[src/hw/rtl/kmrg_pkg.sv]
// ----------------------------------------------------------------------------
// kmrg_pkg
// Shared types and constants for the k-way key/payload merge.
// ----------------------------------------------------------------------------
package kmrg_pkg;

  localparam int KEY_W   = 32;
  localparam int RUN_W   = 4;
  localparam int REG_W   = 5;

  // stream payload: three fields packed, padded to whole bytes
  localparam int FIELDS_W = RUN_W + 2 * KEY_W;
  localparam int TDATA_W  = ((FIELDS_W + 7) / 8) * 8;
  localparam int PAD_W    = TDATA_W - FIELDS_W;

  // APB register map
  localparam int          APB_ADDR_W      = 3;
  localparam int          APB_DATA_W      = 32;
  localparam logic [0:0]  REG_RUNS_IN_USE = 1'b0;
  localparam logic [REG_W-1:0] RUNS_RESET = 5'd16;

  localparam int QUEUE_DEPTH = 2;

  typedef struct packed {
    logic [RUN_W-1:0]        run_index;
    logic signed [KEY_W-1:0] key;
    logic signed [KEY_W-1:0] payload;
    logic                    exhausted;
  } kmrg_item_t;

  typedef struct packed {
    logic signed [KEY_W-1:0] out_key;
    logic signed [KEY_W-1:0] out_payload;
    logic [RUN_W-1:0]        source_run;
    logic                    all_done;
  } kmrg_result_t;

endpackage

[src/hw/rtl/kmrg_front.sv]
// ----------------------------------------------------------------------------
// kmrg_front
// Accepts refill transactions, drops those for inactive runs and queues the
// rest for the merge engine.
// ----------------------------------------------------------------------------
module kmrg_front
  import kmrg_pkg::*;
#(
  parameter int NW = 5
) (
  input  logic               clk_i,
  input  logic               rst_ni,
  input  logic [NW-1:0]      n_eff_i,
  input  logic               s_axis_tvalid,
  output logic               s_axis_tready,
  input  logic [TDATA_W-1:0] s_axis_tdata,
  input  logic [0:0]         s_axis_tuser,
  output logic               item_valid_o,
  output kmrg_item_t         item_o,
  input  logic               item_pop_i
);

  localparam int PW = (QUEUE_DEPTH > 1) ? $clog2(QUEUE_DEPTH) : 1;
  localparam int CNTW = $clog2(QUEUE_DEPTH + 1);

  kmrg_item_t       in_item;
  kmrg_item_t       q_item_q [QUEUE_DEPTH];
  logic [PW-1:0]    wr_ptr_q, wr_ptr_d, rd_ptr_q, rd_ptr_d;
  logic [CNTW-1:0]  cnt_q, cnt_d;
  logic             accept, in_range, push, pop;

  assign in_item.run_index = s_axis_tdata[RUN_W-1:0];
  assign in_item.key       = s_axis_tdata[RUN_W+KEY_W-1:RUN_W];
  assign in_item.payload   = s_axis_tdata[RUN_W+2*KEY_W-1:RUN_W+KEY_W];
  assign in_item.exhausted = s_axis_tuser[0];

  assign s_axis_tready = (cnt_q != CNTW'(QUEUE_DEPTH));
  assign accept        = s_axis_tvalid && s_axis_tready;
  // refills for runs outside the active range never reach the engine
  assign in_range      = (32'(in_item.run_index) < 32'(n_eff_i));
  assign push          = accept && in_range;
  assign pop           = item_pop_i && (cnt_q != '0);

  assign item_valid_o = (cnt_q != '0);
  assign item_o       = q_item_q[rd_ptr_q];

  always_comb begin
    wr_ptr_d = wr_ptr_q;
    rd_ptr_d = rd_ptr_q;
    cnt_d    = cnt_q;
    if (push) begin
      wr_ptr_d = (wr_ptr_q == PW'(QUEUE_DEPTH - 1)) ? '0 : wr_ptr_q + PW'(1);
    end
    if (pop) begin
      rd_ptr_d = (rd_ptr_q == PW'(QUEUE_DEPTH - 1)) ? '0 : rd_ptr_q + PW'(1);
    end
    if (push && !pop) begin
      cnt_d = cnt_q + CNTW'(1);
    end else if (pop && !push) begin
      cnt_d = cnt_q - CNTW'(1);
    end
  end

  always_ff @(posedge clk_i or negedge rst_ni) begin
    if (!rst_ni) begin
      wr_ptr_q <= '0;
      rd_ptr_q <= '0;
      cnt_q    <= '0;
    end else begin
      wr_ptr_q <= wr_ptr_d;
      rd_ptr_q <= rd_ptr_d;
      cnt_q    <= cnt_d;
    end
  end

  always_ff @(posedge clk_i) begin
    if (push) begin
      q_item_q[wr_ptr_q] <= in_item;
    end
  end

endmodule

[src/hw/rtl/kmrg_min_tree.sv]
// ----------------------------------------------------------------------------
// kmrg_min_tree
// Registered comparator tree: finds the smallest live head key, lowest run
// on ties. One register level per tree level.
// ----------------------------------------------------------------------------
module kmrg_min_tree
  import kmrg_pkg::*;
#(
  parameter int MAX_RUNS = 16
) (
  input  logic                    clk_i,
  input  logic                    rst_ni,
  input  logic signed [KEY_W-1:0] leaf_key_i  [MAX_RUNS],
  input  logic [MAX_RUNS-1:0]     leaf_live_i,
  output logic signed [KEY_W-1:0] root_key_o,
  output logic [$clog2(MAX_RUNS)-1:0] root_idx_o,
  output logic                    root_live_o
);

  localparam int IW = $clog2(MAX_RUNS);
  localparam int P  = 1 << IW;

  // heap numbering: 1..P-1 internal nodes, P..2P-1 leaves
  logic signed [KEY_W-1:0] vk [2*P];
  logic                    vl [2*P];
  logic [IW-1:0]           vi [2*P];

  logic signed [KEY_W-1:0] nk_q [1:P-1];
  logic                    nl_q [1:P-1];
  logic [IW-1:0]           ni_q [1:P-1];

  assign vk[0] = '0;
  assign vl[0] = 1'b0;
  assign vi[0] = '0;

  for (genvar l = 0; l < P; l++) begin : g_leaf
    assign vi[P+l] = IW'(l);
    if (l < MAX_RUNS) begin : g_real
      assign vk[P+l] = leaf_key_i[l];
      assign vl[P+l] = leaf_live_i[l];
    end else begin : g_pad
      assign vk[P+l] = '0;
      assign vl[P+l] = 1'b0;
    end
  end

  for (genvar j = 1; j < P; j++) begin : g_node
    logic pick_left;

    assign vk[j] = nk_q[j];
    assign vl[j] = nl_q[j];
    assign vi[j] = ni_q[j];

    // left subtree holds the lower runs, so it wins a tie
    assign pick_left = vl[2*j] && (!vl[2*j+1] || (vk[2*j] <= vk[2*j+1]));

    always_ff @(posedge clk_i or negedge rst_ni) begin
      if (!rst_ni) begin
        nl_q[j] <= 1'b0;
      end else begin
        nl_q[j] <= vl[2*j] || vl[2*j+1];
      end
    end

    always_ff @(posedge clk_i) begin
      nk_q[j] <= pick_left ? vk[2*j] : vk[2*j+1];
      ni_q[j] <= pick_left ? vi[2*j] : vi[2*j+1];
    end
  end

  assign root_key_o  = nk_q[1];
  assign root_idx_o  = ni_q[1];
  assign root_live_o = nl_q[1];

endmodule

[src/hw/rtl/kmrg_back.sv]
// ----------------------------------------------------------------------------
// kmrg_back
// Merge engine: applies queued refills to the run heads, waits for the
// comparator tree to settle and emits the smallest pair or the done marker.
// ----------------------------------------------------------------------------
module kmrg_back
  import kmrg_pkg::*;
#(
  parameter int MAX_RUNS = 16
) (
  input  logic                clk_i,
  input  logic                rst_ni,
  input  logic [MAX_RUNS-1:0] active_i,
  input  logic                item_valid_i,
  input  kmrg_item_t          item_i,
  output logic                item_pop_o,
  output logic                res_valid_o,
  input  logic                res_ready_i,
  output kmrg_result_t        res_o
);

  localparam int IW = $clog2(MAX_RUNS);
  localparam int CW = $clog2(IW + 1);

  typedef enum logic [2:0] {
    ST_IDLE   = 3'b001,
    ST_SETTLE = 3'b010,
    ST_EMIT   = 3'b100
  } state_e;

  state_e                  state_q, state_d;
  logic [CW-1:0]           cnt_q, cnt_d;
  logic [MAX_RUNS-1:0]     live_q, live_d, fresh_q, fresh_d;
  logic signed [KEY_W-1:0] head_key_q [MAX_RUNS];
  logic signed [KEY_W-1:0] head_pay_q [MAX_RUNS];
  kmrg_result_t            out_q, out_d;
  logic                    out_valid_q, out_valid_d;
  logic                    head_we, all_fresh;
  logic [IW-1:0]           wr_idx;
  logic signed [KEY_W-1:0] root_key;
  logic [IW-1:0]           root_idx;
  logic                    root_live;

  kmrg_min_tree #(
    .MAX_RUNS (MAX_RUNS)
  ) u_tree (
    .clk_i       (clk_i),
    .rst_ni      (rst_ni),
    .leaf_key_i  (head_key_q),
    .leaf_live_i (live_q & active_i),
    .root_key_o  (root_key),
    .root_idx_o  (root_idx),
    .root_live_o (root_live)
  );

  // the front only passes runs below the active count, so this fits
  assign wr_idx     = IW'(item_i.run_index);
  assign all_fresh  = &(fresh_q | ~active_i);
  assign item_pop_o = (state_q == ST_IDLE) && item_valid_i;

  assign res_valid_o = out_valid_q;
  assign res_o       = out_q;

  always_comb begin
    state_d     = state_q;
    cnt_d       = cnt_q;
    live_d      = live_q;
    fresh_d     = fresh_q;
    out_d       = out_q;
    out_valid_d = out_valid_q;
    head_we     = 1'b0;

    if (res_ready_i) begin
      out_valid_d = 1'b0;
    end

    unique case (state_q)
      ST_IDLE: begin
        if (item_valid_i && !fresh_q[wr_idx]) begin
          fresh_d[wr_idx] = 1'b1;
          live_d[wr_idx]  = !item_i.exhausted;
          head_we         = !item_i.exhausted;
          cnt_d           = CW'(IW);
          state_d         = ST_SETTLE;
        end
      end
      ST_SETTLE: begin
        if (!all_fresh) begin
          state_d = ST_IDLE;
        end else if (cnt_q == CW'(1)) begin
          state_d = ST_EMIT;
        end else begin
          cnt_d = cnt_q - CW'(1);
        end
      end
      ST_EMIT: begin
        if (!out_valid_q || res_ready_i) begin
          out_valid_d = 1'b1;
          if (root_live) begin
            out_d.out_key     = root_key;
            out_d.out_payload = head_pay_q[root_idx];
            out_d.source_run  = RUN_W'(root_idx);
            out_d.all_done    = 1'b0;
            live_d[root_idx]  = 1'b0;
            fresh_d[root_idx] = 1'b0;
          end else begin
            // every active run exhausted: done marker, then rearm
            out_d   = '0;
            out_d.all_done = 1'b1;
            live_d  = '0;
            fresh_d = '0;
          end
          state_d = ST_IDLE;
        end
      end
      default: begin
        state_d = ST_IDLE;
      end
    endcase
  end

  always_ff @(posedge clk_i or negedge rst_ni) begin
    if (!rst_ni) begin
      state_q     <= ST_IDLE;
      cnt_q       <= '0;
      live_q      <= '0;
      fresh_q     <= '0;
      out_valid_q <= 1'b0;
    end else begin
      state_q     <= state_d;
      cnt_q       <= cnt_d;
      live_q      <= live_d;
      fresh_q     <= fresh_d;
      out_valid_q <= out_valid_d;
    end
  end

  always_ff @(posedge clk_i) begin
    out_q <= out_d;
    if (head_we) begin
      head_key_q[wr_idx] <= item_i.key;
      head_pay_q[wr_idx] <= item_i.payload;
    end
  end

endmodule

[src/hw/rtl/kway_merge_key_payload.sv]
// ----------------------------------------------------------------------------
// kway_merge_key_payload
// K-way merge of sorted key/payload runs into one ascending stream.
// ----------------------------------------------------------------------------
// Input stream: each transaction refills the head of one run (run_index,
// key, payload in tdata; tuser[0] set means the run is exhausted). Refills
// for runs at or above runs_in_use (a value of zero counts as one), or for a
// run that already answered, are dropped. Output stream: once every active
// run holds a head or is exhausted, the smallest key (lowest run on ties)
// goes out with its payload and source_run; that run must then be refilled.
// When all active runs are exhausted a single transaction with tlast set and
// zero data ends the merge and the block rearms.
// Order: a refill passes through the 2-entry front queue and updates the
// heads as it leaves; the engine then waits in its settle state while the
// registered comparator tree settles, and the emit state loads the output
// register. The engine takes no further refill until that result is loaded.
// A refill that does not complete a round returns the engine to idle from
// the settle state.
// Reset clears all run state; runs_in_use returns to 16. A stalled output
// holds its register; the front queue keeps accepting until full.
// ----------------------------------------------------------------------------
module kway_merge_key_payload
  import kmrg_pkg::*;
#(
  parameter int MAX_RUNS = 16
) (
  input  logic                  clk_i,
  input  logic                  rst_ni,
  // APB configuration
  input  logic                  psel,
  input  logic                  penable,
  input  logic                  pwrite,
  input  logic [APB_ADDR_W-1:0] paddr,
  input  logic [APB_DATA_W-1:0] pwdata,
  output logic [APB_DATA_W-1:0] prdata,
  output logic                  pready,
  // refill stream
  input  logic                  s_axis_tvalid,
  output logic                  s_axis_tready,
  input  logic [TDATA_W-1:0]    s_axis_tdata,  // run_index[3:0], key[35:4], payload[67:36]
  input  logic [0:0]            s_axis_tuser,  // exhausted[0]
  // merged stream
  output logic                  m_axis_tvalid,
  input  logic                  m_axis_tready,
  output logic [TDATA_W-1:0]    m_axis_tdata,  // out_key[31:0], out_payload[63:32],
                                               // source_run[67:64]
  output logic                  m_axis_tlast   // all_done
);

  localparam int NW = $clog2(MAX_RUNS + 1);

  logic [REG_W-1:0]    runs_q;
  logic [NW-1:0]       n_eff;
  logic [MAX_RUNS-1:0] active;
  logic                reg_wr;
  logic                item_valid, item_pop;
  kmrg_item_t          item;
  kmrg_result_t        res;

  // APB register
  assign pready = 1'b1;
  assign reg_wr = psel && penable && pwrite && pready
                  && (paddr[APB_ADDR_W-1:2] == REG_RUNS_IN_USE);
  assign prdata = (paddr[APB_ADDR_W-1:2] == REG_RUNS_IN_USE)
                  ? APB_DATA_W'(runs_q) : '0;

  always_ff @(posedge clk_i or negedge rst_ni) begin
    if (!rst_ni) begin
      runs_q <= RUNS_RESET;
    end else if (reg_wr) begin
      runs_q <= pwdata[REG_W-1:0];
    end
  end

  // zero acts as one, anything above MAX_RUNS as MAX_RUNS
  always_comb begin
    if (runs_q == '0) begin
      n_eff = NW'(1);
    end else if (32'(runs_q) > 32'(MAX_RUNS)) begin
      n_eff = NW'(MAX_RUNS);
    end else begin
      n_eff = NW'(runs_q);
    end
  end

  for (genvar i = 0; i < MAX_RUNS; i++) begin : g_active
    assign active[i] = (n_eff > NW'(i));
  end

  kmrg_front #(
    .NW (NW)
  ) u_front (
    .clk_i         (clk_i),
    .rst_ni        (rst_ni),
    .n_eff_i       (n_eff),
    .s_axis_tvalid (s_axis_tvalid),
    .s_axis_tready (s_axis_tready),
    .s_axis_tdata  (s_axis_tdata),
    .s_axis_tuser  (s_axis_tuser),
    .item_valid_o  (item_valid),
    .item_o        (item),
    .item_pop_i    (item_pop)
  );

  kmrg_back #(
    .MAX_RUNS (MAX_RUNS)
  ) u_back (
    .clk_i        (clk_i),
    .rst_ni       (rst_ni),
    .active_i     (active),
    .item_valid_i (item_valid),
    .item_i       (item),
    .item_pop_o   (item_pop),
    .res_valid_o  (m_axis_tvalid),
    .res_ready_i  (m_axis_tready),
    .res_o        (res)
  );

  assign m_axis_tdata = {{PAD_W{1'b0}}, res.source_run, res.out_payload, res.out_key};
  assign m_axis_tlast = res.all_done;

endmodule
[config.mk]
export PLATFORM = sky130hd
export DESIGN_NAME = kway_merge_key_payload
export DESIGN_NICKNAME = d
export VERILOG_FILES = /design/src/hw/rtl/kmrg_pkg.sv /design/src/hw/rtl/kmrg_front.sv /design/src/hw/rtl/kmrg_min_tree.sv /design/src/hw/rtl/kmrg_back.sv /design/src/hw/rtl/kway_merge_key_payload.sv
export SDC_FILE = /design/constraint.sdc
export NUM_CORES = 2
export LEC_CHECK = 0
export BUFFER_PORTS_ARGS = -buffer_cell sky130_fd_sc_hd__buf_2
export CAP_MARGIN = 20
export CORE_UTILIZATION = 62
export CTS_CLUSTER_DIAMETER = 100
export DETAILED_ROUTE_END_ITERATION = 8
export GPL_ROUTABILITY_DRIVEN = 0
export GPL_TIMING_DRIVEN = 0
export HOLD_SLACK_MARGIN = 0.08
export PLACE_DENSITY = 0.78
export SETUP_SLACK_MARGIN = 0.4
export SYNTH_ARGS = -nofsm -noshare
export SYNTH_HDL_FRONTEND = slang
export SYNTH_SLANG_ARGS = --single-unit
[constraint.sdc]
create_clock -name clk_i -period 8.2 [get_ports clk_i]
set_input_delay 0.82 -clock clk_i [delete_from_list [all_inputs] [get_ports clk_i]]
set_output_delay 0.82 -clock clk_i [all_outputs]
set_load 0.005 [all_outputs]
# Word level (Yosys, flattened, before mapping)
# Memories as Yosys holds them, arrays and structs flattened. A register that Yosys moved wholly into a read port is not among the register bits.
# Cells that the tools add are included.
# op_classes
n_reduce_logical	91
n_addsub	5
eq_ne	10
order_cmp	39
bitwise	9
mux	74
# op_table
cell	count
$bwmux 512	1
$mux 32	16
$le 32x32->1	15
$demux 32 s4	1
$mux 16	6
$pmux 16 s2	2
$and 16x16->16	3
$gt 5x4->1 const B	8
$not 16->16	2
$or 16x16->16	2
$logic_or 1x1->1	31
$logic_and 1x1->1	28
$mux 4	7
$mux 1	23
$logic_not 1->1	22
$mux 3	7
$gt 5x3->1 const B	4
$bwmux 16	1
$reduce_and 16->1	1
$mux 5	3
$gt 5x1->1 const B	2
$gt 5x2->1 const B	2
$lt 4x5->1 const B	2
$pmux 3 s3	1
other kinds (26)	38
# totals
mem_bits_rw	1190
n_memories	4
out_inout_bits	108
ff_bits	580
# memory_table
memory	depth	width	rd	rd_clocked_by_memory_dff	write_ports	line	text
u_back.head_pay_q	16	32	1	1	1	kmrg_back.sv:35	logic signed [KEY_W-1:0] head_pay_q [MAX_RUNS];
u_back.u_tree.nk_q	15	32	15	1	15	kmrg_min_tree.sv:28	logic signed [KEY_W-1:0] nk_q [1:P-1];
u_front.q_item_q	2	69	1	0	1	kmrg_front.sv:27	kmrg_item_t q_item_q [QUEUE_DEPTH];
u_back.u_tree.ni_q	15	4	15	0	15	kmrg_min_tree.sv:30	logic [IW-1:0] ni_q [1:P-1];

# Logic depth before layout (Yosys ltp)
# An unclocked memory read counts as a cell.
# logic_depth
ltp_word	10
mapped_depth	12
ltp_nobuf	11

# Cells and area by module
# From an unflattened synthesis, not the netlist that was laid out.
# unflattened
hier_cells	5202
hier_area_um2	76741.1
# by_module_without_submodules
module	instances	area_each_um2	seq_area_each_um2	cells_per_inst
kmrg_back	1	39611.7	33798.7	1676
kmrg_min_tree	1	31169.9	10505.1	3195
kmrg_front	1	5272.6	4244.1	245
kway_merge_key_payload	1	686.9	126.4	86

# Worst setup path after synthesis
# OpenSTA, ideal clock, no wires.
# synth_path
kind	reg-to-reg
startpoint	register u_front.rd_ptr_q
endpoint	register u_back.head_key_q[128] (netlist name), enable pin
t_arrival_ns	6.186
t_required_ns	7.634
n_path_buf	2
period_less_slack_ns	6.752
setup_slack_ns	1.448
setup_time_ns	0.566
path_stages_with_launch	10
cell_sequence	dfrtp_1 > buf_2 > and3b_1 > or2_2 > a22oi_1 > a31o_2 > nand4b_1 > or2_1 > buf_2 > nor3_1
# synth_via
elab_chain_cells	7
elab_cells_between_ends	8
# synth_lines
item	line	text
from (decl)	kmrg_front.sv:28	logic [PW-1:0] wr_ptr_q, wr_ptr_d, rd_ptr_q, rd_ptr_d;
from (signal assigned)	kmrg_front.sv:71	rd_ptr_q <= rd_ptr_d;
$mem_v2 2x69 *	--	
$bmux 1 s4	kmrg_back.sv:79	if (item_valid_i && !fresh_q[wr_idx]) begin
$mux 1 (implied by the code)	kmrg_back.sv:79	
$logic_not 1->1	kmrg_back.sv:79	
$logic_and 1x1->1	kmrg_back.sv:79	
$mux 1 *	kmrg_back.sv:79	
$mux 1 *	kmrg_back.sv:77	unique case (state_q)
to (signal, indexed assignment)	kmrg_back.sv:141	head_key_q[wr_idx] <= item_i.key;
to (decl)	kmrg_back.sv:34	logic signed [KEY_W-1:0] head_key_q [MAX_RUNS];
# Every way passes the cells marked *; elsewhere a longest branch is shown, timed or not. The select of a mux whose other input is x is not followed.
# A chain may end at the register's enable or synchronous reset.

# Final worst setup path
# layout_path
startpoint	register runs_q[4]
endpoint	memory u_front.q_item_q[1][3] (netlist name), enable pin
# layout_via
elab_chain_cells	7
elab_cells_between_ends	8
# layout_lines
item	line	text
from (decl)	kway_merge_key_payload.sv:52	logic [REG_W-1:0] runs_q;
from (signal assigned)	kway_merge_key_payload.sv:71	runs_q <= pwdata[REG_W-1:0];
$gt 5x5->1	kway_merge_key_payload.sv:79	end else if (32'(runs_q) > 32'(MAX_RUNS)) begin
$mux 5	kway_merge_key_payload.sv:79	
$mux 5 *	kway_merge_key_payload.sv:77	if (runs_q == '0) begin
$lt 4x5->1 *	kmrg_front.sv:40	assign in_range = (32'(in_item.run_index) < 32'(n_eff_i));
$logic_and 1x1->1 *	kmrg_front.sv:41	assign push = accept && in_range;
$mux 1 *	kmrg_front.sv:77	if (push) begin
$mux 1 (implied by the code) *	kmrg_front.sv:78	q_item_q[wr_ptr_q] <= in_item;
to (decl)	kmrg_front.sv:27	
# Every way passes the cells marked *; elsewhere a longest branch is shown, timed or not.

==> impl_results.md <==
- Status: finished, violations left
- Violated checks: DRC
- FFs w/ async S/R, synth: 0.0350
- # fillers: ~7,200
- Register area: approximately 49,000 sq um
- Post-Synthesis Cells: 4,812
- Drt wl/cell: 25.3 um
- RSZ-0062 raised after global routing: false
- Cell Area, Synth: roughly 74,000 sq um
- Reg power frac: 0.434
- Post-synthesis cell type count: 86
- Vias in the first global route: 43,671
- GR Util All Layers: 0.295
- Critical path's slowest cell: nor2_4
- Post-Place Worst Slack: between 4000 and 5000 ps
- CTS sink count: roughly 1,800
- Final setup skew: about 33 ps
- Worst-case clock buffer depth: 3
- Non-Filler Cell Area, Final: between 80,000 and 90,000 sq um
- Drt total wl: between 150,000 and 200,000 um
- Dpl cell area: 78,700 sq um
- Clock power share: 0.281
- Min cycle time layout: 4150 ps
- Final hold vios: 0
- Pwr/cell area: 343 nW/um^2
- # resized after CTS: 0
- Multi-input gate area: between 20,000 and 25,000 sq um
- Met2 wire length: 89,900 um
- Hold Slack: slightly below 200 ps
- Residual DRC: between 200 and 300
- Number of synthesized register bits: between 1,500 and 2,000
- Setup slack after layout: ~4000 ps
- Metal-1 WL: between 60,000 and 70,000 um
- DR top layer: met5
- Synth cell count leaders: 1,231 x edfxtp_1, 517 x inv_1, 506 x dfxtp_1, 491 x mux2_2, 485 x ha_1
- Cell Chain, Critical Path: clkbuf_1 > buf_1 > nand2b_1 > ha_1 > a31o_2 > a21oi_1 > o211ai_1 > nor2_4 > buf_12
- Net Switching: approximately 8.9 mW
- Root buf cell: clkbuf_16
- Final period utilization: 0.506
- Seq/Total Area, Yosys: 0.655
- Crit path kind: register to register
- Clk_lat worst skew: just over 800 ps
- Setup crit start kind: register
- Core area: approximately 120,000 sq um
- Max VDD drop: between 0.0002 and 0.00025 V
- Pin count of the biggest net entering global routing: a little under 60
- Hold buffers post-CTS: 1
- Worst-margin pin slew: 1200 ps
- Die width: about 350 um
- Synth area leader: edfxtp_1
- CTS Buf Count: ~180
- Max-slew violations: 0
- Total gr overflow: 0
- Internal: around 20 mW
- Avg Cell Area, Syn: around 15 sq um
- Leak: approximately 33 nW
- Final #Nets: 5,858
- Most used DFF post-synth: edfxtp_1
- Vias per cell: around 6
- Worst EP arrival: between 4000 and 5000 ps
- Layout cells sized above 1: 0.247
- Logic pwr share: 0.284
- Post-DP HPWL: between 100,000 and 150,000 um
- CP required: ~8700 ps
- Max cap viols: 0
- Crit Path Max Fanout: 28
- Port bufs: approximately 160
- Initial Util: 0.628
- Largest cells by area after synthesis: edfxtp_1 50%, dfxtp_1 14%, ha_1 8.2%
- Drt initial violations: 4,548
- Sw frac: 0.305
- Post-CTS setup buffers: 0
- CTS tree: built
- Max stage delay on crit path: between 800 and 900 ps
- H-tree levels: 4
- Clock slew at reported path FFs: 60 ps
- Pre-antenna DRT Iters: 9
- Final setup viols: 0
- Antenna-violating nets left: 0
- Ys Warns: 0
- Post-synth EDFFs: about 1,200
- Die area: 121,000 sq um
- Rel. slew slack: 0.193
- Final TNS setup: 0 ps
- WL met3: roughly 13,000 um
- Die Y: approximately 350 um
- Post-synth top area share: 0.497
- HP Class: input port to register
- Vias: about 42,000
- Critical Path Sink Type: register
- Global-route wire length before repair: ~260,000 um
- Antenna violations before repair: 7
- Top Ports: roughly 220
- Most common cell in the netlist: edfxtp_1
- Rows: ~130
- F_max: between 0.2 and 0.25 GHz
- Area delta synth->final: 13.9%
-- worst paths after layout --
check                                          startpoint                         to  slack [ps]  depth (start not counted)
worst max-delay path                            runs_q[4]     u_front.q_item_q[1][3]        4050                          9
worst min-delay path                     s_axis_tdata[54]    u_front.q_item_q[0][19]         190                          1
worst max register to register                  runs_q[4]     u_front.q_item_q[1][3]        4050                          9
worst min register to register  u_back.u_tree.ni_q[1][12]  u_back.u_tree.ni_q[0][20]         440                          1
max in group asynchronous                          rst_ni                  runs_q[4]        7190                          3
min in group asynchronous                          rst_ni     u_back.u_tree.nl_q[11]         400                          2
-- sequential cells by signal (all words and copies together) (netlist names), 5 cells and up --
register / flops
u_back.fresh_q: 16
u_back.live_q: 16
u_back.head_key_q: 512
u_front.q_item_q: 138
u_back.u_tree.nl_q: 14
u_back.u_tree.nk_q: 480
u_back.res_o: 69
u_back.head_pay_q: 512
runs_q: 5
u_back.u_tree.ni_q: 26
-- through the flow --
step / cells / util / power [mW]
floorplan: 4842 / - / 18.1
global placement: 6599 / 0.652 / 20.4
detailed placement: 6674 / 0.665 / 20.8
CTS: 7001 / 0.714 / 29.0
global route: 7008 / 0.715 / 30.2
finish: 7015 / 0.715 / 29.1
-- layout by cell type (no fill, tap or decap), types with 14 or more instances in the layout --
| cell type | synthesis | final |
|---|---|---|
| a211oi_1 | 16 | 16 |
| a21o_1 | 42 | 42 |
| a21oi_1 | 211 | 211 |
| and2_1 | 73 | 73 |
| buf_12 | 3 | 23 |
| buf_16 | 0 | 18 |
| buf_2 | 26 | 182 |
| buf_4 | 43 | 49 |
| buf_6 | 22 | 46 |
| bufinv_16 | 0 | 21 |
| clkbuf_1 | 52 | 87 |
| clkbuf_16 | 0 | 179 |
| clkinv_1 | 0 | 28 |
| clkinv_2 | 0 | 40 |
| conb_1 | 2 | 32 |
| dfrtp_1 | 61 | 61 |
| dfxtp_1 | 506 | 506 |
| edfxtp_1 | 1231 | 1231 |
| ha_1 | 485 | 485 |
| inv_1 | 517 | 517 |
| mux2_1 | 41 | 41 |
| mux2_2 | 491 | 491 |
| mux2_4 | 29 | 29 |
| mux4_2 | 160 | 160 |
| nand2_1 | 119 | 119 |
| nand2b_1 | 20 | 20 |
| nand3_1 | 46 | 46 |
| nand4_1 | 91 | 91 |
| nor2_1 | 85 | 73 |
| nor2b_1 | 30 | 30 |
| nor3_1 | 18 | 14 |
| o211ai_1 | 27 | 27 |
| o21ai_0 | 132 | 132 |
-- cells by family after synthesis --
logic type / Yosys count / share of synthesized area
flops: 1800 / 0.655
mux: 730 / 0.136
buf+inv: 674 / 0.0395
simple gates: 564 / 0.0412
compound gates: 551 / 0.0460
fa+ha+maj: 485 / 0.0816
xor+xnor: 6 / 0.000707
other cells: 2 / 0.000101
-- power by group through the flow --
stage	combinational, mW	clock [mW]	sequential (mW)
after floorplan	5.66	0	12.4
after CTS	8.22	8.24	12.6
after detailed placement	8.05	0	12.7
final	8.27	8.17	12.6
after global routing	8.88	8.60	12.7
after global placement	7.68	0	12.8
-- critical path, delay by kind of cell, from the launching register on --
family                     cells  cell delay, ps
and+or+nand+nor                2            1020
DFF                            1             590
AOI/OAI and AO/OA              3             640
adders and majority gates      1             250
buffers and inverters          3            1280
-- cell type report --
cell class	count	area share
buffer	157	0.0118
timing repair buffer	239	0.0260
tap	1600	0.0236
multi-input combinational	2368	0.271
antenna	8	0.000236
clock buffer	223	0.0558
clock inverter	103	0.0133
sequential	1800	0.575
inverter	517	0.0229
-- routing by layer --
| metal | up-vias | GRT usage |
|---|---|---|
| met5 | - | 0 |
| met4 | 10 | 0.166 |
| met3 | 602 | 0.0551 |
| met2 | 1965 | 0.514 |
| met1 | 20923 | 0.342 |
| li1 | 18796 | - |
Note: power is estimated with default switching activity, not from simulation.
